--- config.mk ---
export PLATFORM = sky130hd
export DESIGN_NAME = modified_utf8_decoder_unit
export DESIGN_NICKNAME = d
export VERILOG_FILES = /design/src/hw/rtl/mu8d_pkg.sv /design/src/hw/rtl/mu8d_step.sv /design/src/hw/rtl/modified_utf8_decoder_unit.sv
export SDC_FILE = /design/constraint.sdc
export NUM_CORES = 1
export LEC_CHECK = 0
export BUFFER_PORTS_ARGS = -buffer_cell sky130_fd_sc_hd__buf_2
export CAP_MARGIN = 20
export CELL_PAD_IN_SITES_DETAIL_PLACEMENT = 0
export CELL_PAD_IN_SITES_GLOBAL_PLACEMENT = 1
export CORE_MARGIN = 3
export CORE_UTILIZATION = 46
export DETAILED_ROUTE_END_ITERATION = 10
export HOLD_SLACK_MARGIN = 0.08
export PLACE_DENSITY_LB_ADDON = 0.1
export SLEW_MARGIN = 0
export SYNTH_ARGS = -nofsm -noshare
export SYNTH_HDL_FRONTEND = slang
export SYNTH_SLANG_ARGS = --single-unit
export TNS_END_PERCENT = 50
--- constraint.sdc ---
create_clock -name clk -period 4 [get_ports clk]
set_input_delay 0.4 -clock clk [delete_from_list [all_inputs] [get_ports clk]]
set_output_delay 0.4 -clock clk [all_outputs]
set_load 0.05 [all_outputs]
--- src/hw/rtl/mu8d_pkg.sv ---
package mu8d_pkg;

	typedef enum logic [1:0] {
		PH_HDR_HI,
		PH_HDR_LO,
		PH_BODY,
		PH_SKIP
	} phase_t;

	localparam logic [2:0] ST_CHAR     = 3'd0;
	localparam logic [2:0] ST_EMPTY    = 3'd1;
	localparam logic [2:0] ST_PARTIAL  = 3'd2;
	localparam logic [2:0] ST_BAD_CONT = 3'd3;
	localparam logic [2:0] ST_BAD_LEAD = 3'd4;

	typedef struct packed {
		phase_t      phase;
		logic [7:0]  length_high;
		logic [15:0] bytes_left;
		logic [1:0]  conts_wanted;
		logic [15:0] partial_value;
	} dec_state_t;

	typedef struct packed {
		logic        emit;
		logic [15:0] code_unit;
		logic [2:0]  status;
		logic        last;
	} dec_result_t;

endpackage

--- src/hw/rtl/mu8d_step.sv ---
module mu8d_step (
	input  mu8d_pkg::dec_state_t  cur,
	input  logic [7:0]            byte_in,
	output mu8d_pkg::dec_state_t  nxt,
	output mu8d_pkg::dec_result_t res
);

	logic [15:0] remaining;
	logic [15:0] pv_shift;
	logic [1:0]  cw_dec;
	logic        fail;
	logic [2:0]  fail_status;

	assign remaining = cur.bytes_left - 16'd1;
	assign pv_shift  = {cur.partial_value[9:0], byte_in[5:0]};
	assign cw_dec    = cur.conts_wanted - 2'd1;

	always_comb begin
		nxt         = cur;
		res         = '0;
		res.status  = mu8d_pkg::ST_CHAR;
		fail        = 1'b0;
		fail_status = mu8d_pkg::ST_CHAR;
		case (cur.phase)
			mu8d_pkg::PH_HDR_HI: begin
				nxt.length_high = byte_in;
				nxt.phase       = mu8d_pkg::PH_HDR_LO;
			end
			mu8d_pkg::PH_HDR_LO: begin
				nxt.bytes_left    = {cur.length_high, byte_in};
				nxt.conts_wanted  = 2'd0;
				nxt.partial_value = 16'd0;
				if ({cur.length_high, byte_in} == 16'd0) begin
					nxt.phase  = mu8d_pkg::PH_HDR_HI;
					res.emit   = 1'b1;
					res.status = mu8d_pkg::ST_EMPTY;
					res.last   = 1'b1;
				end else begin
					nxt.phase = mu8d_pkg::PH_BODY;
				end
			end
			mu8d_pkg::PH_SKIP: begin
				nxt.bytes_left = remaining;
				if (remaining == 16'd0) begin
					nxt.phase = mu8d_pkg::PH_HDR_HI;
				end
			end
			mu8d_pkg::PH_BODY: begin
				if (cur.conts_wanted == 2'd0) begin
					if (!byte_in[7]) begin
						nxt.bytes_left = remaining;
						if (remaining == 16'd0) begin
							nxt.phase = mu8d_pkg::PH_HDR_HI;
						end
						res.emit      = 1'b1;
						res.code_unit = {8'd0, byte_in};
						res.last      = (remaining == 16'd0);
					end else if (byte_in[7:5] == 3'b110) begin
						if (remaining == 16'd0) begin
							fail        = 1'b1;
							fail_status = mu8d_pkg::ST_PARTIAL;
						end else begin
							nxt.partial_value = {11'd0, byte_in[4:0]};
							nxt.conts_wanted  = 2'd1;
							nxt.bytes_left    = remaining;
						end
					end else if (byte_in[7:4] == 4'b1110) begin
						if (remaining < 16'd2) begin
							fail        = 1'b1;
							fail_status = mu8d_pkg::ST_PARTIAL;
						end else begin
							nxt.partial_value = {12'd0, byte_in[3:0]};
							nxt.conts_wanted  = 2'd2;
							nxt.bytes_left    = remaining;
						end
					end else begin
						fail        = 1'b1;
						fail_status = mu8d_pkg::ST_BAD_LEAD;
					end
				end else if (byte_in[7:6] != 2'b10) begin
					fail        = 1'b1;
					fail_status = mu8d_pkg::ST_BAD_CONT;
				end else begin
					nxt.partial_value = pv_shift;
					nxt.conts_wanted  = cw_dec;
					nxt.bytes_left    = remaining;
					if (cw_dec == 2'd0) begin
						if (remaining == 16'd0) begin
							nxt.phase = mu8d_pkg::PH_HDR_HI;
						end
						res.emit          = 1'b1;
						res.code_unit     = pv_shift;
						res.last          = (remaining == 16'd0);
						nxt.partial_value = 16'd0;
					end
				end
			end
			default: begin
				nxt = cur;
			end
		endcase
		// error: report, then drop the rest of the string body
		if (fail) begin
			res.emit          = 1'b1;
			res.code_unit     = 16'd0;
			res.status        = fail_status;
			res.last          = 1'b1;
			nxt.conts_wanted  = 2'd0;
			nxt.partial_value = 16'd0;
			nxt.bytes_left    = remaining;
			nxt.phase         = (remaining == 16'd0) ? mu8d_pkg::PH_HDR_HI
				: mu8d_pkg::PH_SKIP;
		end
	end

endmodule

--- src/hw/rtl/modified_utf8_decoder_unit.sv ---
// a result reaches the result register once its final byte has passed the input register
// throughput: one byte per clock, sustained while out_ready stays high
// an input register and a result register bound a single decode pass
// reset (arst_n low, asynchronous) empties both registers and returns the
// decoder to waiting for the high byte of a string header
module modified_utf8_decoder_unit (
	input  logic        clk,
	input  logic        arst_n,
	input  logic        in_valid,
	output logic        in_ready,
	input  logic [7:0]  byte_in,
	output logic        out_valid,
	input  logic        out_ready,
	output logic [15:0] code_unit,
	output logic [2:0]  status,
	output logic        last
);

	logic                  valid_s1;
	logic [7:0]            byte_s1;
	logic                  adv_s1;
	mu8d_pkg::dec_state_t  state_q;
	mu8d_pkg::dec_state_t  state_next;
	mu8d_pkg::dec_result_t res;
	logic                  out_valid_q;
	logic [15:0]           code_unit_q;
	logic [2:0]            status_q;
	logic                  last_q;

	assign adv_s1   = valid_s1 && (!out_valid_q || out_ready);
	assign in_ready = !valid_s1 || adv_s1;

	always_ff @(posedge clk or negedge arst_n) begin
		if (!arst_n) begin
			valid_s1 <= 1'b0;
		end else if (in_ready) begin
			valid_s1 <= in_valid;
		end
	end

	always_ff @(posedge clk) begin
		if (in_valid && in_ready) begin
			byte_s1 <= byte_in;
		end
	end

	mu8d_step u_step (
		.cur     (state_q),
		.byte_in (byte_s1),
		.nxt     (state_next),
		.res     (res)
	);

	always_ff @(posedge clk or negedge arst_n) begin
		if (!arst_n) begin
			state_q     <= '{phase: mu8d_pkg::PH_HDR_HI, default: '0};
			out_valid_q <= 1'b0;
		end else begin
			if (adv_s1) begin
				state_q <= state_next;
			end
			if (adv_s1) begin
				out_valid_q <= res.emit;
			end else if (out_ready) begin
				out_valid_q <= 1'b0;
			end
		end
	end

	// result register payload
	always_ff @(posedge clk) begin
		if (adv_s1 && res.emit) begin
			code_unit_q <= res.code_unit;
			status_q    <= res.status;
			last_q      <= res.last;
		end
	end

	assign out_valid = out_valid_q;
	assign code_unit = code_unit_q;
	assign status    = status_q;
	assign last      = last_q;

endmodule

Word-level counts from Yosys, hierarchy flattened. Index checks and enable logic that the tools add are counted.

$add $sub $neg: 2. $mul: 0. Divide/modulo/power cells: 0. Order comparisons: 1. Eq/ne operators: 16. Shifts and indexed selects: 0. Multiplexer cells: 54. Bitwise operators: 1. Reductions and logical operators: 20.

Operator list (number): $mux W34 (7); $mux W17 (4); $mux W16 (3); $pmux W16 S3 (1); $pmux W18 S2 (1); $logic_not A16 Y1 (2); $mux W2 (12); $mux W21 (1); $mux W18 (1); $ne A6 B5 Y1 const B (3); $lt A16 B2 Y1 const B (1); $mux W1 (16); $sub A16 B1 Y16 const B (1); $mux W3 (5); $ne A5 B4 Y1 const B (3); $ne A4 B3 Y1 const B (2); $pmux W2 S4 (1); $reduce_and A7 Y1 (1); $logic_not A2 Y1 (3); $reduce_and A6 Y1 (1); $eq A2 B2 Y1 const B (2); $eq A4 B4 Y1 const B (1); $ne A4 B1 Y1 const B (1); $ne A4 B2 Y1 const B (1); other kinds (15) (20).

Register bits: 68. Latch bits: 0. Memory bits (writable): 0. Bits in read-only memories: 0. Output and inout bits: 22. Memories: 0.

Longest topological paths before layout.
Depth after elaboration: 10. Depth in mapped cells: 12. Depth with buffers taken out: 10.

Cells and area by module. From an unflattened synthesis, not the netlist that was laid out.

Cell total of the unflattened synthesis: 555. Area total of the unflattened synthesis: 5232.5 um2.

Modules (own cells, without submodules): modified_utf8_decoder_unit (times used 1, cells an instance 131, area an instance 2741.4 um2); mu8d_step (times used 1, cells an instance 424, area an instance 2491.1 um2).

Worst setup path before layout. Ideal clock, no wire load.

Path kind: register to register. Start point: register state_q[18] (netlist name). End point: register code_unit_q[0], in the netlist code_unit[0] (enable). Setup time: 375 ps. Arrival time: 3229 ps. Slack: 396 ps. Cell stages (with the launch flop): 11. Path buffers: 0. Clock period less this slack: 3604 ps. Path through: dfrtp_1 > inv_1 > ha_1 > or4b_1 > or4_1 > xor2_1 > nand4_1 > a221oi_2 > o21ai_0 > a21o_1 > inv_1.

Longest elaborated chain between the ends: 10.

RTL lines: start: declaration (RTL line modified_utf8_decoder_unit.sv:22) `mu8d_pkg::dec_state_t state_q;`; start signal: assignment (RTL line modified_utf8_decoder_unit.sv:60) `state_q <= state_next;`; $sub A16 B1 Y16 (*) (RTL line mu8d_step.sv:14) `assign remaining = cur.bytes_left - 16'd1;`; $lt A16 B2 Y1 (RTL line mu8d_step.sv:68) `if (remaining < 16'd2) begin`; $mux W1 (RTL line mu8d_step.sv:68); $mux W1 (RTL line mu8d_step.sv:67) `end else if (byte_in[7:4] == 4'b1110) begin`; $mux W1 (*) (RTL line mu8d_step.sv:58) `end else if (byte_in[7:5] == 3'b110) begin`; $mux W1 (*) (RTL line mu8d_step.sv:50) `if (!byte_in[7]) begin`; $mux W1 (*) (RTL line mu8d_step.sv:49) `if (cur.conts_wanted == 2'd0) begin`; $mux W1 (*) (RTL line mu8d_step.sv:24) `case (cur.phase)`; $mux W21 (*) (RTL line mu8d_step.sv:103) `if (fail) begin`; $logic_and A1 B1 Y1 (*) (RTL line modified_utf8_decoder_unit.sv:72) `if (adv_s1 && res.emit) begin`; end signal: assignment (RTL line modified_utf8_decoder_unit.sv:73) `code_unit_q <= res.code_unit;`; end: declaration (RTL line modified_utf8_decoder_unit.sv:26) `logic [15:0] code_unit_q;`.

Every way passes the cells marked *; elsewhere a longest branch is shown, timed or not. A chain may end at the register's enable or synchronous reset.

Worst setup path in the final report.
Start point: register state_q[18] (netlist name). End point: register code_unit_q[3], in the netlist code_unit[3] (enable).

The elaborated chain is that of the path after synthesis.

==> run summary <==
Slew Viols, Final - 0
Slew headroom - 37.70%
global-route wire length before repair - 12.20 mm
clock sinks - 68
status - finished, final reports clean
post-synthesis cell type count - 52
largest net degree at the start of global routing - 41
CP Capture Type - register
flops & latches, synth - 68
die width - 91.67 um
vias - 2,516
layout cells sized above 1 - 20.39%
DPL Wire Length - 5.100 mm
area grow syn2layout - 15.60%
Std-Cell Core Area - 6944 um^2
Synth area leader - dfrtp_1
Seq/Total Area, Yosys - 54.56%
initial antenna violation count - 0
Lkg Pwr - 1.593 nW
Initial Util - 48.61%
pwr dens - 782.8 nW/um^2
R2R Path Start - state_q[18]
Layout Nets - 377
DRC errors left - 0
Worst Path Arrival - 3740 ps
synth warn - 0
CTS Hold Bufs - 0
I/O Pins - 34
Ant. Diodes - 0
Req. time, crit path - 4040 ps
largest cells by area after synthesis - dfrtp_1 30%, edfxtp_1 25%, nand2_1 4.3%, and2_1 3.5%, a21oi_1 3.4%
Tmin final - 3706 ps
cell row count - 30
antenna-violating nets left - 0
worst skew pair latency - 340 ps
DRT Pass-1 Iters - 4
final period utilization - 92.66%
ys flop type - dfrtp_1
drt via density - 5.481
Post-synth ARST share - 58.82%
Setup CP Type - register to register
Die Area - 8402 um^2
Fillers - 612
Cells after Synth - 326
Post-Syn Area - 3376 um^2
maxcap violations - 0
Fin. Hold Viols - 0
critical path peak fanout - 20
Multi-input gate area - 1445 um^2
RSZ-0062 raised after global routing - false
gr usage total - 18.58%
Hold Slack - 198.7 ps
CP Launch Point - state_q[18]
CP Launch Type - register
skew final - 14.43 ps
routability cong. - 0.8918
leading cell type in the layout, fill and taps excluded - dfrtp_1
commonest non-fill, non-tap cells in the layout - 40 x dfrtp_1, 39 x nand2_1, 33 x buf_2, 28 x edfxtp_1, 27 x nor2_1
vias in the first global route - 2,349
mean area per synthesized cell - 10.36 um^2
routed len/inst - 15.69 um
Synth top area share - 29.65%
CTS Root Cell - clkbuf_8
Setup-failing EPs final - 0
Num CTS Buffers - 9
Setup TNS - 0 ps
Post-synth EDFFs - 28
htree depth - 3
GRT overflow - 0
worst-margin pin slew - 934.5 ps
CTS tree - built
clock slew at reported path FFs - 80 ps
Die Ht - 91.67 um
I/O Buffers - 33
Fmax achieved - 0.2698 GHz
Clock Tree Buf Depth - 2
sequential cell area - 1842 um^2
Syn Nets - 345
peak supply drop - 0.0004488 V
Iteration-0 DRC Markers - 116
drt total wl - 7.203 mm
HP Class - input pin to asynchronous set/reset pin
power breakdown:
part	internal (W)	switching [W]
Sequential	0.000950	0.000207
Clock	0.000480	0.000260
Combinational	0.000415	0.000743
Total	0.00184	0.00121
state kept, by name, indices dropped and copies added, names as in the netlist:
register   cells
byte_s1        8
code_unit     16
last           1
out_valid      1
state_q       38
status         3
valid_s1       1
worst max-delay path, cell delays in order (launching register included):
cell and delay [ps]:
dfrtp_1 440, inv_1 80, ha_1 240, or4b_1 530, or4_1 540, xor2_2 240
nand4_1 170, a221oi_2 400, o21ai_0 260, a21o_1 250, inv_1 90, buf_12 170
logic make-up (layout without fill, tap and decap cells):
| family | Yosys count | count (layout) | share of synthesized area [%] |
|---|---|---|---|
| AOI/OAI and AO/OA | 76 | 76 | 13.94 |
| xor gates and xnor gates | 4 | 4 | 1.038 |
| adders and majority gates | 7 | 7 | 2.594 |
| buffers and inverters | 23 | 60 | 2.854 |
| DFF | 68 | 68 | 54.56 |
| muxes | 9 | 9 | 2.965 |
| and+or+nand+nor | 139 | 139 | 22.05 |
worst paths after layout:
kind / to / slack (ps) / cells after the start
setup / recovery: code_unit[3] / 290 / 11
hold reg to reg: state_q[4] / 470 / 2
max in group asynchronous: state_q[35] / 3210 / 1
setup reg to reg: code_unit[3] / 290 / 11
min in group clk: byte_s1[0] / 240 / 1
hold / removal: state_q[9] / 200 / 1
stage by stage:
stage / power, W / util, % / worst slack [ps] / instances / area (um^2)
2_1_floorplan: 0.002045 / - / 395.9 / 326 / 3376
3_3_place_gp: 0.002310 / 52.27 / 358.2 / 443 / 3630
3_5_place_dp: 0.002322 / 52.27 / 267.5 / 443 / 3630
4_1_cts: 0.003069 / 56.09 / 240.4 / 459 / 3895
5_1_grt: 0.003281 / 56.20 / 73.10 / 459 / 3902
6_report: 0.003055 / 56.20 / 293.6 / 459 / 3902
per-layer routing:
layer / global-route usage [%] / wire (um) / vias to the layer above
met3: 4.430 / 337 / 6
met4: 5.276 / 73 / 0
met2: 27.88 / 3224 / 61
met5: 0 / 0 / -
li1: - / - / 1244
met1: 26.86 / 3568 / 1205
cell type report:
class | instances | share of cell area [%]
Sequential cell | 68 | 47.19
Multi-Input combinational cell | 235 | 37.03
Timing Repair Buffer | 36 | 5.130
Clock inverter | 6 | 3.527
Clock buffer | 10 | 3.270
Tap cell | 96 | 3.078
Inverter | 8 | 0.7695
synthesized netlist by cell type, types with 2 or more instances:
master and count:
or4_1 4, xor2_1 3, clkbuf_1 11, dfrtp_1 40
inv_1 8, nor2_1 27, edfxtp_1 28, o31ai_1 3
ha_1 7, o21a_1 2, o22ai_1 6, a21o_1 2
or3_4 2, nand4_1 2, nor4_1 7, buf_2 2
nor2b_1 2, nand2_1 39, o21ai_1 6, nand2b_1 3
and2_1 19, or2_2 4, a21oi_1 23, nor3_1 13
mux2_2 8, a22o_1 5, a2bb2oi_1 2, or3_1 2
o21ai_0 19, nand3_1 5
repair_timing:
action,in CTS,in global routing
buffers inserted,0,0
hold endpoints to repair,0,0
endpoints found under the setup margin,0,17
gates resized for setup,0,1
(Power assumes the default switching activity.)
